## src/sv/rvst_pkg.sv

```systemverilog
// rvst_pkg: shared types and constants of the voice slot table
// holds operation and status codes, controller states and the slot entry layout
// no dependencies
package rvst_pkg;

   localparam int KEY_W   = 16;
   localparam int COUNT_W = 16;
   localparam int MASK_W  = 16;
   localparam int SLOT_W  = 4;

   localparam logic [COUNT_W-1:0] COUNT_MAX = '1;

   typedef enum logic [2:0] {
      FUNC_START     = 3'd0,
      FUNC_STOP_KEY  = 3'd1,
      FUNC_STOP_SLOT = 3'd2,
      FUNC_TICK      = 3'd3,
      FUNC_CLEAR     = 3'd4
   } func_type;

   typedef enum logic [1:0] {
      STATUS_DONE = 2'd0,
      STATUS_FULL = 2'd1,
      STATUS_NONE = 2'd2
   } status_type;

   typedef enum logic [1:0] {
      ST_IDLE,
      ST_SCAN,
      ST_APPLY
   } state_type;

   typedef struct packed {
      logic               shared;
      logic [COUNT_W-1:0] count;
      logic [KEY_W-1:0]   sound_key;
      logic [KEY_W-1:0]   archive_key;
   } slot_entry_type;

endpackage

```

## src/sv/refcounted_voice_slot_table.sv

```systemverilog
// refcounted_voice_slot_table: reference-counted voice slot table
// depends on rvst_pkg; slot entries live in one synchronous memory, live bits in flops
//
// start and stop by key scan the slot memory one entry per cycle through a registered read,
//   then go to the apply step; other operations go from accept straight to the apply step
// one item at a time: next beat is taken once the previous result is in the output register
// reset: synchronous, clears live and written bits, so every slot reads as all zero
module refcounted_voice_slot_table
   import rvst_pkg::*;
#(
   parameter int SLOTS = 16
) (
   input  logic        clock,
   input  logic        reset,

   input  logic        req_tvalid,
   output logic        req_tready,
   // archive_key[15:0], sound_key[31:16], shared[32], slot_index[36:33],
   // playing_mask[52:37], zero pad[55:53]
   input  logic [55:0] req_tdata,
   // func[2:0]
   input  logic [2:0]  req_tuser,

   output logic        rsp_tvalid,
   input  logic        rsp_tready,
   // result_slot[3:0], start_voice[4], stop_slot_voice[5], stop_by_keys[6],
   // active_mask[22:7], zero pad[23]
   output logic [23:0] rsp_tdata,
   // status[1:0]
   output logic [1:0]  rsp_tuser
);

   localparam int IW = $clog2(SLOTS);
   localparam int CW = IW + 1;

   // slot memory: keys, count, shared flag; count is meaningful only while the live bit is set
   slot_entry_type mem [SLOTS];
   slot_entry_type rd_data_ff;
   logic [IW-1:0]  rd_addr;
   logic           mem_we;
   logic [IW-1:0]  mem_wa;
   slot_entry_type mem_wd;

   // live bit per slot and written bit per slot (entry written since reset)
   logic [SLOTS-1:0] active_ff, active_in;
   logic [SLOTS-1:0] written_ff, written_in;

   state_type state_ff, state_in;

   // latched request beat
   func_type            func_ff;
   logic [KEY_W-1:0]    akey_ff;
   logic [KEY_W-1:0]    skey_ff;
   logic                shared_ff;
   logic [SLOT_W-1:0]   sidx_ff;
   logic [MASK_W-1:0]   pmask_ff;

   // scan pipeline: issue pointer and the slot whose data sits in rd_data_ff
   logic [CW-1:0]  issue_ff, issue_in;
   logic           chk_valid_ff, chk_valid_in;
   logic [IW-1:0]  chk_idx_ff, chk_idx_in;

   // scan findings
   logic           found_hit_ff, found_hit_in;
   logic [IW-1:0]  hit_idx_ff, hit_idx_in;
   slot_entry_type hit_entry_ff, hit_entry_in;
   logic           hit_active_ff, hit_active_in;
   logic           found_free_ff, found_free_in;
   logic [IW-1:0]  free_idx_ff, free_idx_in;

   // output register
   logic              rsp_valid_ff, rsp_valid_in;
   status_type        rsp_status_ff, rsp_status_in;
   logic [SLOT_W-1:0] rsp_slot_ff, rsp_slot_in;
   logic              rsp_start_ff, rsp_start_in;
   logic              rsp_stop_one_ff, rsp_stop_one_in;
   logic              rsp_stop_keys_ff, rsp_stop_keys_in;
   logic [MASK_W-1:0] rsp_mask_ff, rsp_mask_in;

   logic           req_fire;
   slot_entry_type chk_entry;
   logic           chk_active;
   logic           key_match;
   logic           scan_done;
   logic           slot_live;
   logic [COUNT_W-1:0] count_dec;

   assign req_tready = (state_ff == ST_IDLE);
   assign req_fire   = req_tvalid && req_tready;

   assign rsp_tvalid = rsp_valid_ff;
   assign rsp_tuser  = rsp_status_ff;
   assign rsp_tdata  = {1'b0, rsp_mask_ff, rsp_stop_keys_ff, rsp_stop_one_ff,
                        rsp_start_ff, rsp_slot_ff};

   // entry under check; a never-written slot reads as all zero
   assign chk_entry  = written_ff[chk_idx_ff] ? rd_data_ff : '0;
   assign chk_active = active_ff[chk_idx_ff];
   assign key_match  = (chk_entry.archive_key == akey_ff) && (chk_entry.sound_key == skey_ff);
   assign count_dec  = hit_entry_ff.count - COUNT_W'(1);

   always_comb begin
      state_in         = state_ff;
      active_in        = active_ff;
      written_in       = written_ff;
      issue_in         = issue_ff;
      chk_valid_in     = chk_valid_ff;
      chk_idx_in       = chk_idx_ff;
      found_hit_in     = found_hit_ff;
      hit_idx_in       = hit_idx_ff;
      hit_entry_in     = hit_entry_ff;
      hit_active_in    = hit_active_ff;
      found_free_in    = found_free_ff;
      free_idx_in      = free_idx_ff;
      rsp_valid_in     = rsp_valid_ff;
      rsp_status_in    = rsp_status_ff;
      rsp_slot_in      = rsp_slot_ff;
      rsp_start_in     = rsp_start_ff;
      rsp_stop_one_in  = rsp_stop_one_ff;
      rsp_stop_keys_in = rsp_stop_keys_ff;
      rsp_mask_in      = rsp_mask_ff;
      rd_addr          = issue_ff[IW-1:0];
      mem_we           = 1'b0;
      mem_wa           = '0;
      mem_wd           = '0;
      scan_done        = 1'b0;
      slot_live        = 1'b0;

      if (rsp_valid_ff && rsp_tready) begin
         rsp_valid_in = 1'b0;
      end

      unique case (state_ff)
         ST_IDLE: begin
            if (req_fire) begin
               issue_in      = '0;
               chk_valid_in  = 1'b0;
               found_hit_in  = 1'b0;
               found_free_in = 1'b0;
               if (func_type'(req_tuser) == FUNC_START ||
                   func_type'(req_tuser) == FUNC_STOP_KEY) begin
                  state_in = ST_SCAN;
               end else begin
                  state_in = ST_APPLY;
               end
            end
         end

         ST_SCAN: begin
            // issue side: one read per cycle
            if (issue_ff < CW'(SLOTS)) begin
               chk_valid_in = 1'b1;
               chk_idx_in   = issue_ff[IW-1:0];
               issue_in     = issue_ff + CW'(1);
            end else begin
               chk_valid_in = 1'b0;
            end
            // check side: data read last cycle
            if (chk_valid_ff) begin
               if (func_ff == FUNC_START) begin
                  if (!chk_active) begin
                     if (!found_free_ff) begin
                        found_free_in = 1'b1;
                        free_idx_in   = chk_idx_ff;
                     end
                     // without sharing the first free slot ends the search
                     if (!shared_ff) begin
                        scan_done = 1'b1;
                     end
                  end else if (shared_ff && chk_entry.shared && key_match) begin
                     found_hit_in  = 1'b1;
                     hit_idx_in    = chk_idx_ff;
                     hit_entry_in  = chk_entry;
                     hit_active_in = 1'b1;
                     scan_done     = 1'b1;
                  end
               end else if (key_match) begin
                  // stop by key: stale entries match too
                  found_hit_in  = 1'b1;
                  hit_idx_in    = chk_idx_ff;
                  hit_entry_in  = chk_entry;
                  hit_active_in = chk_active;
                  scan_done     = 1'b1;
               end
               if (chk_idx_ff == IW'(SLOTS - 1)) begin
                  scan_done = 1'b1;
               end
            end
            if (scan_done) begin
               state_in = ST_APPLY;
            end
         end

         ST_APPLY: begin
            // write-back, live bit update and result load together in the same cycle
            if (!rsp_valid_ff || rsp_tready) begin
               rsp_valid_in     = 1'b1;
               rsp_status_in    = STATUS_DONE;
               rsp_slot_in      = '0;
               rsp_start_in     = 1'b0;
               rsp_stop_one_in  = 1'b0;
               rsp_stop_keys_in = 1'b0;
               state_in         = ST_IDLE;

               case (func_ff)
                  FUNC_START: begin
                     if (found_hit_ff) begin
                        // reuse a shared slot, saturating count
                        mem_we       = 1'b1;
                        mem_wa       = hit_idx_ff;
                        mem_wd       = hit_entry_ff;
                        mem_wd.count = (hit_entry_ff.count == COUNT_MAX) ?
                                       COUNT_MAX : hit_entry_ff.count + COUNT_W'(1);
                        rsp_slot_in  = SLOT_W'(hit_idx_ff);
                     end else if (!found_free_ff) begin
                        rsp_status_in = STATUS_FULL;
                     end else begin
                        mem_we                  = 1'b1;
                        mem_wa                  = free_idx_ff;
                        mem_wd.archive_key      = akey_ff;
                        mem_wd.sound_key        = skey_ff;
                        mem_wd.count            = COUNT_W'(1);
                        mem_wd.shared           = shared_ff;
                        written_in[free_idx_ff] = 1'b1;
                        active_in[free_idx_ff]  = 1'b1;
                        rsp_slot_in             = SLOT_W'(free_idx_ff);
                        rsp_start_in            = 1'b1;
                     end
                  end

                  FUNC_STOP_KEY: begin
                     if (!found_hit_ff) begin
                        rsp_status_in = STATUS_NONE;
                     end else begin
                        rsp_slot_in = SLOT_W'(hit_idx_ff);
                        if (hit_active_ff) begin
                           mem_we       = 1'b1;
                           mem_wa       = hit_idx_ff;
                           mem_wd       = hit_entry_ff;
                           mem_wd.count = count_dec;
                           if (count_dec == '0) begin
                              mem_wd.shared          = 1'b0;
                              active_in[hit_idx_ff]  = 1'b0;
                              rsp_stop_keys_in       = 1'b1;
                           end
                        end
                     end
                  end

                  FUNC_STOP_SLOT: begin
                     rsp_slot_in = sidx_ff;
                     for (int i = 0; i < SLOTS; i++) begin
                        if (i == int'(sidx_ff) && active_ff[i]) begin
                           slot_live    = 1'b1;
                           active_in[i] = 1'b0;
                        end
                     end
                     if (slot_live) begin
                        rsp_stop_one_in = 1'b1;
                     end else begin
                        rsp_status_in = STATUS_NONE;
                     end
                  end

                  FUNC_TICK: begin
                     // slots without a mask bit count as not playing
                     active_in = active_ff & SLOTS'(pmask_ff);
                  end

                  FUNC_CLEAR: begin
                     active_in = '0;
                  end

                  default: begin
                     rsp_status_in = STATUS_NONE;
                  end
               endcase

               rsp_mask_in = MASK_W'(active_in);
            end
         end

         default: begin
            state_in = ST_IDLE;
         end
      endcase
   end

   // control state
   always_ff @(posedge clock) begin
      if (reset) begin
         state_ff      <= ST_IDLE;
         active_ff     <= '0;
         written_ff    <= '0;
         issue_ff      <= '0;
         chk_valid_ff  <= 1'b0;
         found_hit_ff  <= 1'b0;
         found_free_ff <= 1'b0;
         rsp_valid_ff  <= 1'b0;
      end else begin
         state_ff      <= state_in;
         active_ff     <= active_in;
         written_ff    <= written_in;
         issue_ff      <= issue_in;
         chk_valid_ff  <= chk_valid_in;
         found_hit_ff  <= found_hit_in;
         found_free_ff <= found_free_in;
         rsp_valid_ff  <= rsp_valid_in;
      end
   end

   // payload registers
   always_ff @(posedge clock) begin
      if (req_fire) begin
         func_ff   <= func_type'(req_tuser);
         akey_ff   <= req_tdata[15:0];
         skey_ff   <= req_tdata[31:16];
         shared_ff <= req_tdata[32];
         sidx_ff   <= req_tdata[36:33];
         pmask_ff  <= req_tdata[52:37];
      end
      chk_idx_ff       <= chk_idx_in;
      hit_idx_ff       <= hit_idx_in;
      hit_entry_ff     <= hit_entry_in;
      hit_active_ff    <= hit_active_in;
      free_idx_ff      <= free_idx_in;
      rsp_status_ff    <= rsp_status_in;
      rsp_slot_ff      <= rsp_slot_in;
      rsp_start_ff     <= rsp_start_in;
      rsp_stop_one_ff  <= rsp_stop_one_in;
      rsp_stop_keys_ff <= rsp_stop_keys_in;
      rsp_mask_ff      <= rsp_mask_in;
   end

   // slot memory; writes happen only after the scan, so no read overlaps a pending write
   always_ff @(posedge clock) begin
      if (mem_we) begin
         mem[mem_wa] <= mem_wd;
      end
      rd_data_ff <= mem[rd_addr];
   end

   // at most one voice command per result
   a_one_command: assert property (@(posedge clock) disable iff (reset)
      rsp_valid_ff |-> $onehot0({rsp_start_ff, rsp_stop_one_ff, rsp_stop_keys_ff}))
      else $error("more than one voice command in a result");

   // a failed operation issues no command
   a_fail_quiet: assert property (@(posedge clock) disable iff (reset)
      (rsp_valid_ff && rsp_status_ff != STATUS_DONE) |->
         !(rsp_start_ff || rsp_stop_one_ff || rsp_stop_keys_ff))
      else $error("command issued with failing status");

   // a live slot was always written at least once
   a_live_written: assert property (@(posedge clock) disable iff (reset)
      (active_ff & ~written_ff) == '0)
      else $error("live slot never written");

   // memory is written only in the write-back cycle
   a_write_phase: assert property (@(posedge clock) disable iff (reset)
      mem_we |-> (state_ff == ST_APPLY))
      else $error("slot memory written outside write-back");

   // an accepted beat always starts work
   a_accept_busy: assert property (@(posedge clock) disable iff (reset)
      req_fire |=> (state_ff != ST_IDLE))
      else $error("accepted beat dropped");

endmodule
```

## config.mk

```make
export PLATFORM = sky130hd
export DESIGN_NAME = refcounted_voice_slot_table
export DESIGN_NICKNAME = d
export VERILOG_FILES = /design/src/sv/rvst_pkg.sv /design/src/sv/refcounted_voice_slot_table.sv
export SDC_FILE = /design/constraint.sdc
export NUM_CORES = 1
export LEC_CHECK = 0
export BUFFER_PORTS_ARGS = -buffer_cell sky130_fd_sc_hd__buf_2
export CAP_MARGIN = 30
export CORE_UTILIZATION = 23
export CTS_BUF_LIST = sky130_fd_sc_hd__clkbuf_16
export CTS_CLUSTER_DIAMETER = 120
export CTS_CLUSTER_SIZE = 24
export DETAILED_ROUTE_END_ITERATION = 6
export SLEW_MARGIN = 20
export SYNTH_ARGS = -nofsm -noshare
export SYNTH_HDL_FRONTEND = slang
export SYNTH_SLANG_ARGS = --single-unit
```

## constraint.sdc

```tcl
create_clock -name clock -period 8.5 [get_ports clock]
set_clock_uncertainty 0.2 [all_clocks]
set_input_delay 0.85 -clock clock [delete_from_list [all_inputs] [get_ports clock]]
set_output_delay 0.85 -clock clock [all_outputs]
set_load 0.02 [all_outputs]
```

Word level (Yosys, flattened, before mapping)
Memories as Yosys holds them, arrays and structs flattened. A register that Yosys moved wholly into a read port is not among the register bits.
Cells that the tools add are included.

cells by class
  $add $sub $neg = 3
  magnitude comparators = 6
  eq/ne operators = 38
  multiplexer cells = 126
  bitwise operators = 9
  reduce and logical (&&, ||, !) cells = 46

operators with widths
  operator                 count
  $mux W49                 11
  $pmux W49 S2             1
  $mux W16                 6
  $pmux W16 S5             1
  $mux W1                  75
  $mux W4                  11
  $and A16 B16 Y16         2
  $eq A16 B16 Y1           2
  $eq A4 B4 Y1 const A     8
  $or A16 B16 Y16          2
  $logic_and A1 B1 Y1      23
  $reduce_and A5 Y1        4
  $add A16 B1 Y16 const B  1
  $eq A16 B16 Y1 const B   1
  $eq A3 B4 Y1 const A     4
  $logic_not A16 Y1        1
  $not A16 Y16             1
  $sub A16 B1 Y16 const B  1
  $lt A4 B5 Y1 const B     3
  $ne A2 B2 Y1 const B     7
  $mux W2                  6
  $pmux W4 S3              1
  $mux W5                  2
  $pmux W5 S2              1
  other kinds (30)         53

word-level totals
  register bits after elaboration = 186
  bits in writable memories = 784
  bits of input ports = 63
  output and inout bits = 28
  logic and storage cells = 257
  memories kept = 1

memory list
  memory  depth  width  read ports  clocked after Yosys merged registers in  write ports  RTL line                           source
  mem     16     49     1           1                                        1            refcounted_voice_slot_table.sv:37  slot_entry_type mem [SLOTS];

Logic depth before layout (Yosys ltp)
  word-level depth = 23
  gate-level depth with buffers = 11
  gate-level depth less buffers = 10

Least setup slack after synthesis
OpenSTA, ideal clock, no wires.

  kind = flip-flop to flip-flop
  start point = register chk_idx_ff[0]
  end point = register hit_active_ff, enable pin
  library setup time = 466 ps
  arrival = 4,501 ps
  required time = 7,834 ps
  setup slack = 3,333 ps
  cell stages (with the launch flop) = 11
  buffers on the path = 2
  period minus slack after synthesis = 5,167 ps
  cells stage by stage = edfxtp_1 buf_2 mux2i_1 o22ai_1 nor3_2 buf_2 o31ai_1 and2_1 a2111oi_0 nand4_1 nor2_1

between the ends
  word-level cells in the longest chain between the ends = 8
  elaborated cells between the ends (all ways) = 14
  those cells by class = eq/ne (4); mux (5); reduce/logical (5)

RTL lines
  item                           RTL line                            source
  start: declaration             refcounted_voice_slot_table.sv:61   logic [IW-1:0] chk_idx_ff, chk_idx_in;
  start signal: assignment       refcounted_voice_slot_table.sv:322  chk_idx_ff <= chk_idx_in;
  $bmux W1 S4                    refcounted_voice_slot_table.sv:97   assign chk_entry = written_ff[chk_idx_ff] ? rd_data_ff : '0;
  $mux W1 (implied by the code)  refcounted_voice_slot_table.sv:97
  $mux W49                       refcounted_voice_slot_table.sv:97
  $eq A16 B16 Y1                 refcounted_voice_slot_table.sv:99   assign key_match = (chk_entry.archive_key == akey_ff) && (chk_entry.sound_key == skey_ff);
  $logic_and A1 B1 Y1            refcounted_voice_slot_table.sv:99
  $logic_and A1 B1 Y1            refcounted_voice_slot_table.sv:170  end else if (shared_ff && chk_entry.shared && key_match) begin
  $ne A2 B1 Y1 (no line)         -
  $reduce_and A5 Y1 (no line) *  -
  end signal: assignment         refcounted_voice_slot_table.sv:325  hit_active_ff <= hit_active_in;
  end: declaration               refcounted_voice_slot_table.sv:67   logic hit_active_ff, hit_active_in;

Every way passes the cells marked *; elsewhere a longest branch is shown, timed or not. The select of a mux whose other input is x is not followed.
A chain may end at the register's enable or synchronous reset.

Final worst setup path
  start point = register func_ff[2]
  end point = memory mem[0][15] in the netlist's numbering, enable pin

between the ends
  word-level cells in the longest chain between the ends = 6
  elaborated cells between the ends (all ways) = 10
  those cells by class = eq/ne (1); mux (8); reduce/logical (1)

RTL lines
  item                                                     RTL line                            source
  start: declaration                                       refcounted_voice_slot_table.sv:51   func_type func_ff;
  start signal: assignment                                 refcounted_voice_slot_table.sv:315  func_ff <= func_type'(req_tuser);
  $eq A3 B1 Y1 / $logic_not A3 Y1 (equally long branches)  refcounted_voice_slot_table.sv:205  case (func_ff)
  $pmux W1 S2                                              refcounted_voice_slot_table.sv:205
  $mux W1                                                  refcounted_voice_slot_table.sv:196  if (!rsp_valid_ff || rsp_tready) begin
  $mux W1                                                  refcounted_voice_slot_table.sv:133  unique case (state_ff)
  $mux W1                                                  refcounted_voice_slot_table.sv:337  if (mem_we) begin
  $mux W1 (implied by the code)                            refcounted_voice_slot_table.sv:338  mem[mem_wa] <= mem_wd;
  end: declaration                                         refcounted_voice_slot_table.sv:37

Several ways; a longest one is shown, not always the timed one.

==> metrics.md <==
| Metric | Value |
|---|---|
| DPL Wire Length | `59.4 mm` |
| YS warnings | `0` |
| Hold Violations, Final | `0` |
| Initial DRC Count | `2,253` |
| Leakage | `0.0149 uW` |
| Fin util | `0.261` |
| Sequential cell area fraction in the yosys report | `0.730` |
| Cell Rows | `153` |
| Fin crit share | `0.633` |
| DR WL met2 | `46.3 mm` |
| DR WL met3 | `6.38 mm` |
| Max_cap viols | `0` |
| DR vias | `21,100` |
| Initial Util | `0.233` |
| PD cells | `184 mW/mm^2` |
| Synth-to-layout area growth | `12.3%` |
| Die area | `0.178 sq mm` |
| Layout cell share with drive strength beyond 1 | `0.213` |
| Placed Cells | `4,552` |
| Post-Syn Area | `0.0406 sq mm` |
| Die Y | `422 microns` |
| CTS root buffer | `clkbuf_16` |
| Post-DR vias/cell | `4.52` |
| Setup Buffers After CTS | `0` |
| Inserted Clock Buffers | `48` |
| Gr usage total | `0.107` |
| Hold Path Class | `primary input to flop` |
| Die width | `422 microns` |
| Nets | `2,370` |
| Post-synth EDFFs | `927` |
| Detailed-route wire length per cell | `21.1 microns` |
| Kind of start point of the critical path | `flop` |
| Syn_area_per_cell | `18.1 sq um` |
| Clk slew on worst S/H paths | `0.10 ns` |
| Top post-synthesis cells by area | `edfxtp_1, mux4_2, dfxtp_1, nor2_1, a21oi_1` |
| I/O pins | `91` |
| Routed WL | `98.8 mm` |
| Max VDD drop | `0.144 mV` |
| Status | `finished, final reports clean` |
| Core area | `0.175 sq mm` |
| Max Fclk | `186 MHz` |
| Clock sink total | `1,019` |
| Yosys cell types | `80` |
| Worst path arrival time | `5.44 ns` |
| DR top layer | `met5` |
| Post-Synthesis Net Count | `2,308` |
| Final max-slew violation count | `0` |
| Syn Inst Count | `2,241` |
| First-pass GRT wire length | `144 mm` |
| WL met1 | `44.3 mm` |
| Post-CTS Hold Buffers | `0` |
| Max FO, Critical Path | `37` |
| Initial antenna violation count | `14` |
| Worst slew margin | `0.337` |
| Fin Setup TNS | `0 ns` |
| Final Instance Area | `0.0456 sq mm` |
| Top-area cell type share of the netlist area | `0.685` |
| Vias in the first global route | `20,400` |
| Resized Gates After CTS | `0` |
| Cell accounting for the most synthesized area | `edfxtp_1` |
| Detail Route Antenna Nets | `0` |
| Final setup vio count | `0` |
| CP required | `8.56 ns` |
| Residual DRC | `0` |
| Crit. End Element | `flop` |
| Largest net degree at the start of global routing | `112` |
| PortBufs | `86` |
| Clk Latency, worst-skew pair | `0.66 ns` |
| Fraction of registers with async set/reset | `0` |
| Drt first pass iters | `5` |
| Clk buf depth | `3` |
| CTS tree | `done` |
| Main synth FF type | `edfxtp_1` |
| Final Critical Period | `5.38 ns` |
| Register bit count reported by yosys | `1,019` |
| Actual slew at the worst max-slew pin | `0.994 ns` |
| Gpl congestion | `0.875` |
| CTS H-tree depth | `2` |
| Filler instances | `17,500` |
| Grt total ovfl | `0` |
| DP Area | `0.0439 sq mm` |
| Setup CP Type | `flop to flop` |
| Final Power | `8420 uW` |
| Non-filler instance count after layout | `4,671` |
| RSZ-0062 raised after global routing | `no` |
## placed cells by master (no fill, tap or decap), types with 6 or more instances in the layout
| master | n |
|---|---|
| edfxtp_1 | 927 |
| mux4_2 | 249 |
| nor2_1 | 141 |
| dfxtp_1 | 88 |
| buf_2 | 86 |
| nand2_1 | 84 |
| a21oi_1 | 82 |
| inv_1 | 64 |
| o21ai_0 | 56 |
| buf_4 | 51 |
| clkbuf_16 | 50 |
| and3_1 | 49 |
| a22oi_1 | 39 |
| nand3_1 | 33 |
| nor3_1 | 32 |
| a31oi_1 | 30 |
| xnor2_1 | 21 |
| nor2_4 | 17 |
| nand2b_1 | 15 |
| xor2_1 | 14 |
| nor2b_1 | 12 |
| o31ai_1 | 11 |
| mux2i_1 | 10 |
| o211ai_1 | 9 |
| o22ai_1 | 8 |
| nand4_1 | 8 |
| nor4_1 | 7 |
| a211oi_1 | 7 |
| nor4bb_1 | 7 |
| buf_12 | 7 |
| or3_1 | 6 |
| or2_2 | 6 |
## cells in the mapped netlist (all sizes together), types with 11 or more instances
| library cell | n |
|---|---|
| xor2 | 14 |
| a21oi | 82 |
| inv | 29 |
| dfxtp | 92 |
| xnor2 | 21 |
| buf | 33 |
| and3 | 49 |
| mux2i | 11 |
| mux4 | 249 |
| nor2b | 12 |
| nor3 | 33 |
| nand2b | 15 |
| a31oi | 30 |
| a22oi | 39 |
| edfxtp | 927 |
| nand2 | 87 |
| o31ai | 11 |
| nor2 | 160 |
| nand3 | 33 |
| clkbuf | 103 |
| o21ai | 60 |
## report_power, final
group / internal [uW] / switching (uW)
Sequential: 5440 / 64.9
Clock: 1090 / 1550
Combinational: 116 / 164
## worst paths after layout
kind / slack (ns) / to / start / depth (start not counted)
max: 3.12 / mem[0][15] / func_ff[2] / 7
min: 0.16 / shared_ff / req_tdata[32] / 1
max reg2reg: 3.12 / mem[0][15] / func_ff[2] / 7
min reg2reg: 0.28 / written_ff[5] / written_ff[5] / 2
## cells by family after synthesis
group | after synthesis | share of synthesized area
compound gates | 299 | 0.0471
xor+xnor | 35 | 0.00754
fa+ha+maj | 4 | 0.00123
buf+inv | 165 | 0.0166
flops | 1019 | 0.730
mux | 264 | 0.142
other cells | 1 | 0.0000923
simple gates | 454 | 0.0552
## registers in the layout, summed over array words and instances, names as in the netlist, 2 cells and up
| register | count |
|---|---|
| rsp_mask_ff | 16 |
| rd_data_ff | 49 |
| skey_ff | 16 |
| sidx_ff | 4 |
| state_ff | 2 |
| issue_ff | 5 |
| hit_idx_ff | 4 |
| akey_ff | 16 |
| func_ff | 3 |
| pmask_ff | 16 |
| chk_idx_ff | 4 |
| hit_entry_ff | 49 |
| written_ff | 16 |
| active_ff | 16 |
| rsp_slot_ff | 4 |
| rsp_tuser | 2 |
| mem | 784 |
| free_idx_ff | 4 |
## cell type report
type	instances	area, sq um	share of cell area
diodes	4	10.0	0.000219
clock buffers	50	1250	0.0274
clock inverters	39	193	0.00422
inverters	29	109	0.00238
multi-input cells	1057	10400	0.229
flip-flops and latches	1019	29700	0.651
well taps	2325	2910	0.0637
repair buffers	148	1040	0.0228
## worst max-delay path, stage by stage (launching register included)
cell and delay, ns:
edfxtp_1 0.85, nor3_1 0.20, nand2_1 0.49, nand2_2 0.66, a21boi_0 0.65, o22ai_1 0.39, nor2_4 0.84, buf_4 0.69
## layer usage
layer,vias to the layer above,track usage
li1,9163,-
met4,4,0.0210
met1,11100,0.154
met3,103,0.0173
met2,696,0.170
met5,-,0
## stage by stage
step,hold slack (ns),setup slack (ns)
finish,0.163,3.12
floorplan,0.206,3.33
detailed placement,0.256,2.84
global placement,0.242,2.87
global route,0.129,2.78
CTS,0.116,2.81
(Power assumes the default switching activity.)
